$ cat config.mk
export PLATFORM = sky130hd
export DESIGN_NAME = bracket_balance_checker_unit
export DESIGN_NICKNAME = d
export VERILOG_FILES = /design/src/sv/bbc_pkg.sv /design/src/sv/bracket_balance_checker_unit.sv /design/src/sv/bbc_stack_ram.sv /design/src/sv/bbc_resolve.sv
export VERILOG_INCLUDE_DIRS = /design/src /design/src/sv
export SDC_FILE = /design/constraint.sdc
export NUM_CORES = 1
export LEC_CHECK = 0
export BUFFER_PORTS_ARGS = -buffer_cell sky130_fd_sc_hd__buf_4
export CELL_PAD_IN_SITES_DETAIL_PLACEMENT = 1
export CELL_PAD_IN_SITES_GLOBAL_PLACEMENT = 2
export CORE_MARGIN = 5
export CORE_UTILIZATION = 45
export DETAILED_ROUTE_END_ITERATION = 12
export GPL_ROUTABILITY_DRIVEN = 0
export MAX_ROUTING_LAYER = met4
export PLACE_DENSITY = 0.75
export SETUP_SLACK_MARGIN = 0.15
export SLEW_MARGIN = 20
export SYNTH_ARGS = -nofsm -noshare
export SYNTH_HDL_FRONTEND = slang
export SYNTH_SLANG_ARGS = --single-unit
$ cat constraint.sdc
create_clock -name clk -period 8.3 [get_ports clk]
set_clock_uncertainty 0.15 [all_clocks]
set_input_delay 0.415 -clock clk [delete_from_list [all_inputs] [get_ports clk]]
set_output_delay 0.415 -clock clk [all_outputs]
set_load 0.02 [all_outputs]
$ cat src/sv/bracket_balance_checker_unit_assert.svh
// ----------------------------------------------------------------------------
// Bracket balance checker - assertion macros
// Shared concurrent assertion forms, clocked on clk, disabled in reset.
// ----------------------------------------------------------------------------
`ifndef BRACKET_BALANCE_CHECKER_UNIT_ASSERT_SVH
`define BRACKET_BALANCE_CHECKER_UNIT_ASSERT_SVH

// Same-cycle implication.
`define BBC_ASSERT_SAME(label, ante, cons) \
	label: assert property (@(posedge clk) disable iff (!arst_n) (ante) |-> (cons)) \
		else $error("bracket checker: same-cycle check failed");

// Next-cycle implication.
`define BBC_ASSERT_NEXT(label, ante, cons) \
	label: assert property (@(posedge clk) disable iff (!arst_n) (ante) |=> (cons)) \
		else $error("bracket checker: next-cycle check failed");

`endif

$ cat src/sv/bbc_pkg.sv
// ----------------------------------------------------------------------------
// bbc_pkg
// Shared types and constants of the bracket balance checker.
// ----------------------------------------------------------------------------
`timescale 1ns / 1ps

package bbc_pkg;

	localparam int STACK_DEPTH = 128;

	localparam logic [7:0] CHAR_OPEN_ROUND   = 8'h28; // (
	localparam logic [7:0] CHAR_CLOSE_ROUND  = 8'h29; // )
	localparam logic [7:0] CHAR_OPEN_SQUARE  = 8'h5B; // [
	localparam logic [7:0] CHAR_CLOSE_SQUARE = 8'h5D; // ]
	localparam logic [7:0] CHAR_OPEN_CURLY   = 8'h7B; // {
	localparam logic [7:0] CHAR_CLOSE_CURLY  = 8'h7D; // }

	typedef enum logic [1:0] {
		KIND_ROUND  = 2'd0,
		KIND_SQUARE = 2'd1,
		KIND_CURLY  = 2'd2
	} kind_t;

	typedef enum logic [1:0] {
		ERR_NONE     = 2'd0,
		ERR_MISMATCH = 2'd1,
		ERR_EMPTY    = 2'd2,
		ERR_OVERFLOW = 2'd3
	} err_t;

	// Front stage to resolve stage
	typedef struct packed {
		logic       pop;        // closer popped an entry; compare needed
		kind_t      kind;       // closer kind
		err_t       cand_err;   // overflow or empty found up front
		logic [7:0] depth;      // depth after this item, low bits
		logic       depth_zero; // full-width depth is zero
		logic       last;
	} front_t;

endpackage

$ cat src/sv/bracket_balance_checker_unit.sv
// ----------------------------------------------------------------------------
// bracket_balance_checker_unit
// Streaming bracket balance check over a bounded stack held in RAM.
// ----------------------------------------------------------------------------
// Usage:
//   Input channel (char_valid/char_ready) takes one byte per item in character,
//   with last_char set on the final byte of an expression. Output channel
//   (result_valid/result_ready) returns one result per item: nesting_depth,
//   error_code (first error of the expression), expression_done and
//   is_balanced (no error and empty stack, only on the final byte).
//   Items pass the front stage register, then the output register. Throughput:
//   one item per cycle while result_ready is high. The stack count is updated
//   in the front stage per item; the popped entry comes from the registered
//   RAM port for the resolve stage compare, so at most one RAM access per item.
//   Reset clears the stack count, the error state and all valids; the RAM
//   needs no clearing since only entries pushed in the current expression
//   are read. After the final byte the count and error return to zero.
//   When result_ready is low the output register holds; one more item may
//   sit in the front stage, after which char_ready drops.
// ----------------------------------------------------------------------------
`timescale 1ns / 1ps

module bracket_balance_checker_unit #(
	parameter int STACK_DEPTH = bbc_pkg::STACK_DEPTH
) (
	input  logic       clk,
	input  logic       arst_n,
	input  logic       char_valid,
	output logic       char_ready,
	input  logic [7:0] character,
	input  logic       last_char,
	output logic       result_valid,
	input  logic       result_ready,
	output logic [7:0] nesting_depth,
	output logic [1:0] error_code,
	output logic       expression_done,
	output logic       is_balanced
);

	`include "bracket_balance_checker_unit_assert.svh"

	localparam int AW = $clog2(STACK_DEPTH);
	localparam int CW = $clog2(STACK_DEPTH + 1);

	logic [CW-1:0]   count_q;
	logic [CW-1:0]   count_dec;
	logic [CW-1:0]   count_after;
	logic            accept;
	logic            advance;
	logic            is_open;
	logic            is_close;
	bbc_pkg::kind_t  kind;
	logic            full;
	logic            empty;
	logic            push;
	logic            pop;

	logic            valid_s1;
	bbc_pkg::front_t front;
	bbc_pkg::front_t front_s1;
	logic [1:0]      rd_data;

	always_comb begin
		is_open  = 1'b0;
		is_close = 1'b0;
		kind     = bbc_pkg::KIND_ROUND;
		unique case (character)
			bbc_pkg::CHAR_OPEN_ROUND: begin
				is_open = 1'b1;
				kind    = bbc_pkg::KIND_ROUND;
			end
			bbc_pkg::CHAR_OPEN_SQUARE: begin
				is_open = 1'b1;
				kind    = bbc_pkg::KIND_SQUARE;
			end
			bbc_pkg::CHAR_OPEN_CURLY: begin
				is_open = 1'b1;
				kind    = bbc_pkg::KIND_CURLY;
			end
			bbc_pkg::CHAR_CLOSE_ROUND: begin
				is_close = 1'b1;
				kind     = bbc_pkg::KIND_ROUND;
			end
			bbc_pkg::CHAR_CLOSE_SQUARE: begin
				is_close = 1'b1;
				kind     = bbc_pkg::KIND_SQUARE;
			end
			bbc_pkg::CHAR_CLOSE_CURLY: begin
				is_close = 1'b1;
				kind     = bbc_pkg::KIND_CURLY;
			end
			default: begin
				is_open  = 1'b0;
				is_close = 1'b0;
			end
		endcase
	end

	assign char_ready = !valid_s1 || advance;
	assign accept     = char_valid && char_ready;

	assign full      = (count_q == CW'(STACK_DEPTH));
	assign empty     = (count_q == '0);
	assign count_dec = count_q - CW'(1);
	assign push      = accept && is_open && !full;
	assign pop       = accept && is_close && !empty;

	always_comb begin
		priority if (push) begin
			count_after = count_q + CW'(1);
		end else if (pop) begin
			count_after = count_dec;
		end else begin
			count_after = count_q;
		end
	end

	always_comb begin
		front.pop        = is_close && !empty;
		front.kind       = kind;
		if (is_open && full) begin
			front.cand_err = bbc_pkg::ERR_OVERFLOW;
		end else if (is_close && empty) begin
			front.cand_err = bbc_pkg::ERR_EMPTY;
		end else begin
			front.cand_err = bbc_pkg::ERR_NONE;
		end
		front.depth      = 8'(count_after);
		front.depth_zero = (count_after == '0);
		front.last       = last_char;
	end

	always_ff @(posedge clk or negedge arst_n) begin
		if (!arst_n) begin
			count_q  <= '0;
			valid_s1 <= 1'b0;
		end else begin
			if (accept) begin
				count_q <= last_char ? '0 : count_after;
			end
			if (accept) begin
				valid_s1 <= 1'b1;
			end else if (advance) begin
				valid_s1 <= 1'b0;
			end
		end
	end

	always_ff @(posedge clk) begin
		if (accept) begin
			front_s1 <= front;
		end
	end

	bbc_stack_ram #(
		.DEPTH (STACK_DEPTH),
		.AW    (AW)
	) u_stack_ram (
		.clk     (clk),
		.wr_en   (push),
		.wr_addr (count_q[AW-1:0]),
		.wr_data (kind),
		.rd_en   (pop),
		.rd_addr (count_dec[AW-1:0]),
		.rd_data (rd_data)
	);

	bbc_resolve u_resolve (
		.clk             (clk),
		.arst_n          (arst_n),
		.s1_valid        (valid_s1),
		.s1              (front_s1),
		.rd_data         (rd_data),
		.result_ready    (result_ready),
		.advance         (advance),
		.result_valid    (result_valid),
		.nesting_depth   (nesting_depth),
		.error_code      (error_code),
		.expression_done (expression_done),
		.is_balanced     (is_balanced)
	);

	`BBC_ASSERT_SAME(a_count_bounded, 1'b1, count_q <= CW'(STACK_DEPTH))
	`BBC_ASSERT_NEXT(a_count_clears_on_last, accept && last_char, count_q == '0)
	`BBC_ASSERT_SAME(a_stall_blocks_input, valid_s1 && result_valid && !result_ready, !char_ready)
	`BBC_ASSERT_SAME(a_balanced_consistent, result_valid && is_balanced,
		expression_done && (error_code == bbc_pkg::ERR_NONE) && (nesting_depth == 8'd0))

endmodule

$ cat src/sv/bbc_stack_ram.sv
// ----------------------------------------------------------------------------
// bbc_stack_ram
// Bracket stack storage: one write port, one registered read port.
// ----------------------------------------------------------------------------
`timescale 1ns / 1ps

module bbc_stack_ram #(
	parameter int DEPTH = bbc_pkg::STACK_DEPTH,
	parameter int AW    = $clog2(DEPTH)
) (
	input  logic          clk,
	input  logic          wr_en,
	input  logic [AW-1:0] wr_addr,
	input  logic [1:0]    wr_data,
	input  logic          rd_en,
	input  logic [AW-1:0] rd_addr,
	output logic [1:0]    rd_data
);

	logic [1:0] mem [DEPTH];
	logic [1:0] rd_data_q;

	always_ff @(posedge clk) begin
		if (wr_en) begin
			mem[wr_addr] <= wr_data;
		end
		if (rd_en) begin
			rd_data_q <= mem[rd_addr];
		end
	end

	assign rd_data = rd_data_q;

endmodule

$ cat src/sv/bbc_resolve.sv
// ----------------------------------------------------------------------------
// bbc_resolve
// Kind compare against the popped entry, first-error tracking, output register.
// ----------------------------------------------------------------------------
`timescale 1ns / 1ps

module bbc_resolve (
	input  logic             clk,
	input  logic             arst_n,
	input  logic             s1_valid,
	input  bbc_pkg::front_t  s1,
	input  logic [1:0]       rd_data,
	input  logic             result_ready,
	output logic             advance,
	output logic             result_valid,
	output logic [7:0]       nesting_depth,
	output logic [1:0]       error_code,
	output logic             expression_done,
	output logic             is_balanced
);

	bbc_pkg::err_t first_error_q;
	bbc_pkg::err_t item_err;
	bbc_pkg::err_t err_now;
	logic          mismatch;
	logic          move;

	logic          result_valid_q;
	logic [7:0]    depth_q;
	bbc_pkg::err_t err_q;
	logic          done_q;
	logic          balanced_q;

	assign advance  = !result_valid_q || result_ready;
	assign move     = s1_valid && advance;
	assign mismatch = s1.pop && (rd_data != s1.kind);

	always_comb begin
		if (s1.cand_err != bbc_pkg::ERR_NONE) begin
			item_err = s1.cand_err;
		end else if (mismatch) begin
			item_err = bbc_pkg::ERR_MISMATCH;
		end else begin
			item_err = bbc_pkg::ERR_NONE;
		end
		// only the first error of an expression sticks
		err_now = (first_error_q != bbc_pkg::ERR_NONE) ? first_error_q : item_err;
	end

	always_ff @(posedge clk or negedge arst_n) begin
		if (!arst_n) begin
			first_error_q  <= bbc_pkg::ERR_NONE;
			result_valid_q <= 1'b0;
		end else begin
			if (move) begin
				first_error_q <= s1.last ? bbc_pkg::ERR_NONE : err_now;
			end
			if (advance) begin
				result_valid_q <= s1_valid;
			end
		end
	end

	always_ff @(posedge clk) begin
		if (move) begin
			depth_q    <= s1.depth;
			err_q      <= err_now;
			done_q     <= s1.last;
			balanced_q <= s1.last && (err_now == bbc_pkg::ERR_NONE) && s1.depth_zero;
		end
	end

	assign result_valid    = result_valid_q;
	assign nesting_depth   = depth_q;
	assign error_code      = err_q;
	assign expression_done = done_q;
	assign is_balanced     = balanced_q;

endmodule
==> impl_results.md, run 1 <==
* Status: completed
* Async SR Flop Fraction at 0.0404
* Antenna-violating nets left at 0
* Global route overflow at 0
* Area of the core at about 28000 um^2
* CP delay by family, top: buffers and inverters
* Crit share post-route at 0.457
* Clock slew at reported path FFs at 70 ps
* Die Span Y at 178 um
* Critical Path Max Stage Delay at 740 ps
* Worst path required time at between 8000 and 9000 ps
* Filler cells at about 2700
* Antenna cell count at 0
* Die width at roughly 180 um
* Max clock buf depth at 3
* I/O pins at 27
* Final min period at ~3800 ps
* Number of global-route vias before repair at 7580
* Slowest CP cell: ha_2
* Lkg Pwr at about 0.0046 uW
* Initial antenna violation count at 0
* Setup Viol. Count Final at 0
* Crit-path cells: inv_1, ha_2, buf_4, mux4_2, mux2i_1, a32oi_1, nand4_1, nand4_1
* Max FO, Critical Path at 46
* Synth Flop Type: edfxtp_1
* Final setup margin at approximately 4500 ps
* Dpl cells at ~1200
* Maximum VDD drop at between 0.00015 and 0.0002 V
* Share of cells above drive strength 1 at 0.204
* Drt wl/cell at 24.2 um
* Initial Util at 0.455
* Data arrival, critical path at just under 4000 ps
* Most used cell, CP: nand4_1
* Post-route insts no fill at around 1200
* Later-pin clock latency in the skew report at 570 ps
* WS Path Type: reg -> reg
* Total negative slack at 0 ps
* Pins Over Slew Limit at 0
* CTS tree: yes
* Max-slew headroom at 0.286
* IO buf count at 26
* Vias at around 7100
* Cells on worst reg2reg path at 8
* Largest net degree at the start of global routing at about 100
* Final hold vios at 0
* Area of the die at 31600 um^2
* EDFF count, synth at between 200 and 300
* DR vias/cell at 5.72
* Cts bufs inserted at 31
* Min Hold Slack at between 80 and 90 ps
* Post-synth cell types at between 60 and 70
* Final net count at ~860
* Clk root buf: clkbuf_16
* Achievable frequency at 263 MHz
* Share of the yosys chip area belonging to registers at 0.700
* Critical path depth at 8
* CTS H-tree lvls at 1
* Mapped Nets at 825
* Post-Syn Instances at about 810
* Synth Cell Area at between 10000 and 15000 um^2
* First-pass GRT wire length at about 46 mm
* Syn Area/Cell at approximately 16 um^2
* DRT Wirelength at around 30 mm
* Synth Warn # at 0
* Dpl ws at 4470 ps
* Number of storage elements in the synthesis netlist at 297
* Drc violations at 0
* Power Density at around 220 nW/um^2
* Total global-route track usage at 0.201
* Count of buffer and inverter cells on the critical path at 2
* Area Overhead vs Synth at 13.8%
* Startpoint Class: flip-flop
* Initial DRC count at between 400 and 500
* Postcts setup bufs at 0
* CP Capture Type: flip-flop
* Min-delay worst type: in -> async
* RSZ-0062 raised after global routing: false
* Slew @ Worst Pin at between 1000 and 1500 ps
* HPWL Detailed at roughly 19 mm
* # clock sinks at just under 300
* Pre-antenna DRT Iters at 4
* Core Rows at 61
* Max Cap Viol at 0
## final timing paths
check	start	slack (ps)	to
worst max-delay path	count_q[0]$_DFFE_PN0P_	4500	u_stack_ram.rd_data[0]$_DFFE_PN_
worst min-delay path	arst_n	90	count_q[0]$_DFFE_PN0P_
worst max register to register	count_q[0]$_DFFE_PN0P_	4500	u_stack_ram.rd_data[0]$_DFFE_PN_
worst min register to register	front_s1[8]$_DFFE_PP_	270	u_resolve.nesting_depth[6]$_DFFE_PP_
max in group asynchronous	arst_n	7730	count_q[0]$_DFFE_PN0P_
min in group clk	character[5]	130	u_stack_ram.mem[126][0]$_DFFE_PP_
## cells in the final DEF, fill, tap and decap left out, types with 2 or more instances in the layout
cell             n
and3_1           4
nand2b_1         7
nor3b_2          2
nand3b_1         2
xnor2_1          5
edfxtp_1       285
nor4_1           2
dlygate4sd3_1    4
mux4_2          64
clkbuf_1         6
ha_1             2
a32oi_1          8
clkbuf_16       31
a22o_1           5
nor4_2           2
nand4_1         13
nor3_1          14
inv_2            2
bufinv_16        6
nor2_4           3
nor2b_1          4
a32o_1           2
xor2_1           3
and4b_1          2
nand3_1         26
buf_4           37
nand2_1         83
o31ai_1          3
and2_1           4
mux2i_1          9
nor2_1         143
nor3_2           3
a21boi_0         2
o21ai_0          5
nand2_2          2
clkinv_1         6
dfrtp_1         11
inv_1           10
clkinv_2         6
a21oi_1          4
## routing by layer
metal  vias up  global-route usage  wire (um)
li1       3179                   -          -
met1      3732               0.274      13100
met2       174               0.327      14900
met3        46              0.0254       1330
met4         0              0.0477        739
met5         -                   -          0
## cell type report
cell class	count	area (um^2)	area share
flip-flops and latches	297	8860	0.615
clock inverters	20	262	0.0182
repair buffers	42	338	0.0235
inverters	12	45.0	0.00313
clock buffers	38	812	0.0564
well taps	378	473	0.0328
multi-input cells	459	3610	0.251
## synthesized netlist by cell type, types with 3 or more instances
cell      number  share of area
inv_1         10         0.0030
mux2i_1        9         0.0071
nand3_1       27          0.011
o31ai_1        3         0.0018
nor3_1        15         0.0059
xor2_1         4         0.0028
xnor2_1        6         0.0042
a21oi_1        4         0.0016
nor2_1       144          0.043
a32oi_1        8         0.0055
buf_1          4         0.0012
and2_1         4         0.0020
buf_2         12         0.0047
nor2b_1        4         0.0020
clkbuf_1      24         0.0071
mux4_2        64           0.11
nand2b_1       7         0.0035
and3_1         5         0.0025
dfrtp_1       12          0.024
a22o_1         5         0.0035
nand2_1       83          0.025
ha_1           3         0.0030
nand4_1       13         0.0064
o21ai_0        5         0.0020
edfxtp_1     285           0.68
## timing repair
action | 4_1_cts | 5_1_grt
hold buffers | 4 | 0
resized for setup | 0 | 0
hold endpoints to repair | 15 | 0
endpoints found under the setup margin | 0 | 0
## registers in the layout, summed over array words and instances, names as in the netlist, 2 cells and up
signal                   count
front_s1                    15
u_resolve.nesting_depth      8
u_resolve.first_error_q      2
count_q                      8
u_resolve.error_code         2
u_stack_ram.mem            256
u_stack_ram.rd_data          2
## power by group
part	internal (uW)	switching [uW]	total, uW
Combinational	25.8	43.5	69.4
Clock	882	574	1460
Sequential	1640	6.15	1640
Total	2540	623	3170
## through the flow
stage / area, um^2 / power, uW / utilization
global placement: 13300 / 1740 / 0.477
global route: 14400 / 3280 / 0.518
CTS: 14400 / 3210 / 0.517
finish: 14400 / 3170 / 0.518
detailed placement: 13300 / 1740 / 0.477
floorplan: 12600 / 1710 / -
## kinds of logic (layout without fill, tap and decap cells)
family / after synthesis / count (layout) / share of synthesized area
compound gates: 46 / 46 / 0.0312
xor+xnor: 10 / 10 / 0.00692
fa+ha+maj: 3 / 3 / 0.00297
buf+inv: 53 / 112 / 0.0175
flops: 297 / 297 / 0.700
mux: 73 / 73 / 0.121
simple gates: 327 / 327 / 0.120
No activity file was read; power rests on OpenSTA's default activity.
==> inputs of run 2 (changes only) <==
--- a/config.mk
+++ b/config.mk
@@ -6,15 +6,16 @@
 export SDC_FILE = /design/constraint.sdc
 export NUM_CORES = 1
 export LEC_CHECK = 0
+export ABC_AREA = 1
 export BUFFER_PORTS_ARGS = -buffer_cell sky130_fd_sc_hd__buf_4
 export CELL_PAD_IN_SITES_DETAIL_PLACEMENT = 1
 export CELL_PAD_IN_SITES_GLOBAL_PLACEMENT = 2
 export CORE_MARGIN = 5
-export CORE_UTILIZATION = 45
+export CORE_UTILIZATION = 37
 export DETAILED_ROUTE_END_ITERATION = 12
 export GPL_ROUTABILITY_DRIVEN = 0
 export MAX_ROUTING_LAYER = met4
-export PLACE_DENSITY = 0.75
+export PLACE_DENSITY = 0.73
 export SETUP_SLACK_MARGIN = 0.15
 export SLEW_MARGIN = 20
 export SYNTH_ARGS = -nofsm -noshare
==> constraint.sdc (replaced) <==
create_clock -name clk -period 3.25 [get_ports clk]
set_clock_uncertainty 0.15 [all_clocks]
set_input_delay 0.1625 -clock clk [delete_from_list [all_inputs] [get_ports clk]]
set_output_delay 0.1625 -clock clk [all_outputs]
set_load 0.02 [all_outputs]
==> run 2 against run 1 <==
- total power rose to 2.6 times the previous value
- maximum frequency up 32%
- routed wire length up 26%
- die area up 25%
- setup slack worse by 4100 ps
- utilization down 8.8 points
- first-iteration DRC count down 11%
- synthesized cell count rose by 62%
- critical path type unchanged
==> impl_results.md, run 2 <==
* Max FO, Critical Path at 16
* Total chip power at ~8200 uW
* Count leader, synth: nor2_1
* Die width at a little under 200 um
* Area of the die at roughly 40000 um^2
* RSZ-0062 raised after global routing: false
* WS Path Type: reg -> reg
* Total negative slack at 0 ps
* Pre-antenna DRT Iters at 5
* Clk root buf: clkbuf_16
* Final hold vios at 0
* Most common cell after layout, fill and taps aside: nor2_1
* Total global-route track usage at 0.202
* CP Capture Type: flip-flop
* Cts bufs inserted at 35
* Data arrival, critical path at 2940 ps
* Largest regs: u_stack_ram.mem: 256 flops, front_s1: 15 flops
* First-pass GRT wire length at between 50 and 60 mm
* Area Overhead vs Synth at 15.4%
* Mapped Nets at about 1300
* Pins Over Slew Limit at 0
* Largest net degree at the start of global routing at 140
* Lkg Pwr at 0.00582 uW
* Maximum VDD drop at 0.000387 V
* Syn Area/Cell at 10.0 um^2
* Crit share post-route at 0.886
* CTS tree: yes
* # clock sinks at around 300
* Initial Util at 0.373
* EDFF count, synth at 285
* Share of the yosys chip area belonging to registers at 0.672
* Setup Viol. Count Final at 0
* Final min period at about 2900 ps
* I/O pins at 27
* Top post-synthesis cells by area: edfxtp_1, nor2_1, nand2_1
* RR Endpoint: u_stack_ram.mem[118][1]$_DFFE_PP_
* Final cell utilization of the core at 0.430
* Placed Area at between 10000 and 15000 um^2
* Global route overflow at 0
* Status: completed
* Area of the core at 35400 um^2
* Yosys top cell by area: edfxtp_1
* Post-Syn Instances at ~1300
* Synth Cell Area at approximately 13000 um^2
* Achievable frequency at about 350 MHz
* Initial antenna violation count at 0
* Number of global-route vias before repair at about 10000
* Cells on worst reg2reg path at 9
* Max clock buf depth at 3
* Later-pin clock latency in the skew report at around 520 ps
* CTS H-tree lvls at 2
* Die Span Y at around 200 um
* Antenna cell count at 0
* Synth top area share at 0.649
* HP Start: character[1]
* DRT Wirelength at between 30 and 40 mm
* Startpoint Class: flip-flop
* Worst reg2reg startpoint: count_q[0]$_DFFE_PN0P_
* Clock slew at reported path FFs at roughly 60 ps
* Max-slew headroom at 0.458
* Post-synth cell types at 29
* Initial DRC count at approximately 440
* Max FFs per register at ~260
* Biggest register: u_stack_ram.mem
* HPWL Detailed at 24.1 mm
* Antenna-violating nets left at 0
* Hold endpoint: front_s1[10]$_SDFFCE_PP1P_
* R2R setup slack at roughly 370 ps
* Max Cap Viol at 0
* Drt wl/cell at ~21 um
* Share of cells above drive strength 1 at 0.104
* Core Rows at 69
* Synth Flop Type: edfxtp_1
* Synth cell count leaders: nor2_1, edfxtp_1, nand2_1, o21ai_0, nand3_1
* Slew @ Worst Pin at about 810 ps
* Min-delay worst type: in -> reg
* Final net count at 1374
* Dpl cells at around 1800
* Hold path depth at 6
* Post-route insts no fill at 1841
* IO buf count at 26
* Number of storage elements in the synthesis netlist at ~300
* Final Cell Area at ~15000 um^2
* Drc violations at 0
* Async SR Flop Fraction at 0.0404
* Vias at 9430
* DR vias/cell at ~5.1
* Synth Warn # at 0
* Worst path required time at between 3000 and 4000 ps
* Most frequent cells in the layout: nor2_1, edfxtp_1, nand2_1, o21ai_0, nand3_1
* Power Density at 540 nW/um^2
[run 2: how the worst max path moves through the flow]
stage	from	end	slack [ps]	depth (start not counted)
final	count_q[0]$_DFFE_PN0P_	u_stack_ram.mem[118][1]$_DFFE_PP_	370	9
after global routing	count_q[0]$_DFFE_PN0P_	u_stack_ram.mem[115][0]$_DFFE_PP_	160	9
after CTS	count_q[0]$_DFFE_PN0P_	u_stack_ram.mem[108][0]$_DFFE_PP_	350	9
after detailed placement	count_q[0]$_DFFE_PN0P_	u_stack_ram.mem[108][1]$_DFFE_PP_	370	9
after global placement	count_q[0]$_DFFE_PN0P_	u_stack_ram.mem[106][0]$_DFFE_PP_	400	9
after floorplan	count_q[0]$_DFFE_PN0P_	u_stack_ram.rd_data[0]$_DFFE_PN_	500	19
[run 2: timing repair]
item / 4_1_cts / 5_1_grt
endpoints found under the setup margin: 0 / 5
setup buffers: 0 / 0
hold buffers: 5 / 0
gates resized for setup: 0 / 1
endpoints found under the hold margin: 25 / 0
[run 2: layout make-up]
class	count	area [um^2]
well taps	461	577
repair buffers	71	621
inverters	49	185
multi-input cells	904	3880
fillers	3964	20200
clock buffers	47	983
flip-flops and latches	297	8860
clock inverters	12	109
[run 2: kinds of logic after synthesis]
group                      after synthesis  share of synthesized area
xor gates and xnor gates                 5                    0.00332
AOI/OAI and AO/OA                      155                     0.0594
buffers and inverters                  112                     0.0356
adders and majority gates                3                    0.00285
and+or+nand+nor                        741                      0.227
DFF                                    297                      0.672
[run 2: per-stage QoR]
stage / hold slack (ps) / setup slack (ps)
after floorplan: -283 / 502
after global placement: -122 / 402
after detailed placement: -120 / 371
after CTS: 185 / 349
after global routing: 208 / 160
final: 209 / 371
[run 2: worst max-delay path, cell delays in order (launching register included)]
cell and delay [ps]:
dfrtp_4 430, clkinv_2 220, ha_1 330, nand4_1 110, nor2_1 60, nor2_1 110, nand2_2 140, nor2_2 390
nand2_1 350, nor2_1 260
[run 2: metal layers]
layer  vias to the layer above  global-route usage  wire (um)  share of wire
li1                       4523                   -          -              -
met1                      4728               0.269      17400           0.46
met2                       124               0.328      18400           0.48
met3                        55              0.0264       1280          0.034
met4                         0              0.0560        924          0.024
met5                         -                   -          0              0
[run 2: power by group]
part	internal, uW	switching, uW
Combinational	82.3	169
Sequential	4190	15.9
Clock	2270	1490
==> inputs of run 3 (changes only) <==
==> constraint.sdc (replaced) <==
create_clock -name clk -period 2.5 [get_ports clk]
set_clock_uncertainty 0.15 [all_clocks]
set_input_delay 0.125 -clock clk [delete_from_list [all_inputs] [get_ports clk]]
set_output_delay 0.125 -clock clk [all_outputs]
set_load 0.02 [all_outputs]
==> run 3 against run 2 <==
- register-to-register slack worse by 330 ps
- non-clock buffer count is 65 higher
- setup slack worse by 330 ps
- global-route usage is 1.3 points higher
- die area stayed put
- flip-flop and latch count stayed put
- largest power group unchanged
==> impl_results.md, run 3 (synthesis results as in run 2) <==
* Status: completed
* IO buf count at 26
* Share of cells above drive strength 1 at 0.222
* Initial antenna violation count at 0
* WS Path Type: reg -> reg
* Most frequent cells in the layout: nor2_1, edfxtp_1, nand2_1, o21ai_0, buf_4
* Antenna-violating nets left at 0
* DR vias/cell at around 5.3
* Area Overhead vs Synth at 27.0%
* Final min period at 2460 ps
* RSZ-0062 raised after global routing: true
* Hold endpoint: front_s1[0]$_DFFE_PP_
* Cells on worst reg2reg path at 16
* DRT Wirelength at 42.0 mm
* Filler cells at about 3900
* Worst reg2reg startpoint: count_q[0]$_DFFE_PN0P_
* Max clock buf depth at 3
* Largest net degree at the start of global routing at between 60 and 70
* Final Cell Area at approximately 17000 um^2
* Biggest register: u_stack_ram.mem
* Largest regs: u_stack_ram.mem: 256 flops, front_s1: 15 flops
* Max FFs per register at about 260
* Placed Area at 14600 um^2
* Min-delay worst type: in -> reg
* Crit-path cells: clkinv_8, ha_4, buf_12, buf_12, buf_16, nor2_1, nand2_1, o21ai_1, nand2_1, nand3_2, nand2_2, nand2_2, nand3_2, nand2_1, nand2_1, nand2_1
* Data arrival, critical path at between 2000 and 3000 ps
* Hold path depth at 2
* Maximum VDD drop at about 0.00043 V
* Die width at between 150 and 200 um
* Crit share post-route at 0.984
* Final net count at about 1400
* Clk root buf: clkbuf_16
* CTS H-tree lvls at 2
* Final hold vios at 0
* CP Capture Type: flip-flop
* HP Start: last_char
* Startpoint Class: flip-flop
* Max FO, Critical Path at 5
* Initial DRC count at ~570
* Min Hold Slack at a little under 200 ps
* Die Span Y at a little under 200 um
* Total chip power at ~11000 uW
* RR Endpoint: u_stack_ram.rd_data[1]$_DFFE_PN_
* Area of the die at slightly below 40000 um^2
* Max Cap Viol at 0
* Vias at ~10000
* Initial Util at 0.373
* Multi-input logic area at roughly 4400 um^2
* Setup Viol. Count Final at 0
* Area of the core at between 30000 and 40000 um^2
* Dpl ws at -75.1 ps
* Slowest CP cell: dfrtp_4
* Global route overflow at 0
* Cts bufs inserted at 36
* Drt wl/cell at 22.0 um
* Critical Path Max Stage Delay at ~470 ps
* Most used cell, CP: nand2_1
* Slew @ Worst Pin at between 700 and 800 ps
* Total global-route track usage at 0.215
* Achievable frequency at just over 400 MHz
* Pins Over Slew Limit at 0
* Max-slew headroom at 0.529
* I/O pins at 27
* Later-pin clock latency in the skew report at 510 ps
* First-pass GRT wire length at around 62 mm
* R2R setup slack at 40 ps
* Lkg Pwr at 0.00645 uW
* Power Density at approximately 650 nW/um^2
* Worst path required time at 2610 ps
* Core Rows at 69
* Sequential Area at 8860 um^2
* Clock slew at reported path FFs at roughly 60 ps
* Drc violations at 0
* Number of global-route vias before repair at 10500
* HPWL Detailed at around 25 mm
* CTS tree: yes
* Pre-antenna DRT Iters at 5
* Antenna cell count at 0
* Most common cell after layout, fill and taps aside: nor2_1
* Final setup margin at between 40 and 50 ps
* # clock sinks at 297
[run 3: worst max-delay path by stage]
| stage | end | slack (ps) | start | cells after the start |
|---|---|---|---|---|
| after floorplan | u_stack_ram.mem[116][0]$_DFFE_PP_ | 80 | count_q[0]$_DFFE_PN0P_ | 13 |
| after global placement | u_stack_ram.rd_data[1]$_DFFE_PN_ | -50 | count_q[0]$_DFFE_PN0P_ | 16 |
| after detailed placement | u_stack_ram.rd_data[1]$_DFFE_PN_ | -80 | count_q[0]$_DFFE_PN0P_ | 16 |
| after CTS | u_stack_ram.rd_data[1]$_DFFE_PN_ | 60 | count_q[0]$_DFFE_PN0P_ | 16 |
| after global routing | u_stack_ram.rd_data[1]$_DFFE_PN_ | -90 | count_q[0]$_DFFE_PN0P_ | 16 |
| final | u_stack_ram.rd_data[1]$_DFFE_PN_ | 40 | count_q[0]$_DFFE_PN0P_ | 16 |
[run 3: stage by stage]
stage	utilization	std cells	setup TNS (ps)
final	0.473	1910	0
after global routing	0.473	1910	-203
after CTS	0.463	1900	0
after detailed placement	0.413	1813	-432
after global placement	0.413	1813	-85.2
after floorplan	-	1313	0
[run 3: repair_timing]
action | in CTS | in global routing
buffers inserted | 10 | 5
pin swaps | 27 | 21
hold endpoints to repair | 25 | 0
hold buffers | 5 | 0
cloned | 10 | 5
gates resized for setup | 68 | 52
endpoints found under the setup margin | 204 | 74
[run 3: worst max-delay path: cells and delay by family, from the launching register on]
kind | cells | cell delay (ps)
AO/OA/AOI/OAI | 1 | 80
buffers and inverters | 4 | 440
flip-flops | 1 | 470
AND/OR/NAND/NOR | 10 | 730
adder cells (fa/ha/maj) | 1 | 330
[run 3: routing by layer]
metal  GRT usage  part of all wire
met1       0.283              0.45
met2       0.359              0.49
met3      0.0286             0.042
met4      0.0451             0.020
met5           -                 0
[run 3: power breakdown]
group,switching [uW],leakage (uW),internal [uW]
registers,22.0,0.00297,5450
logic,241,0.00293,143
clock network,1930,0.000547,3090
total,2190,0.00645,8690
[run 3: area by class of cell]
class / count / area share
sequential: 297 / 0.529
inverter: 49 / 0.0125
timing repair buffer: 136 / 0.0958
multi-input combinational: 904 / 0.260
clock inverter: 18 / 0.0105
timing repair inverter: 1 / 0.000448
tap: 461 / 0.0344
clock buffer: 44 / 0.0569
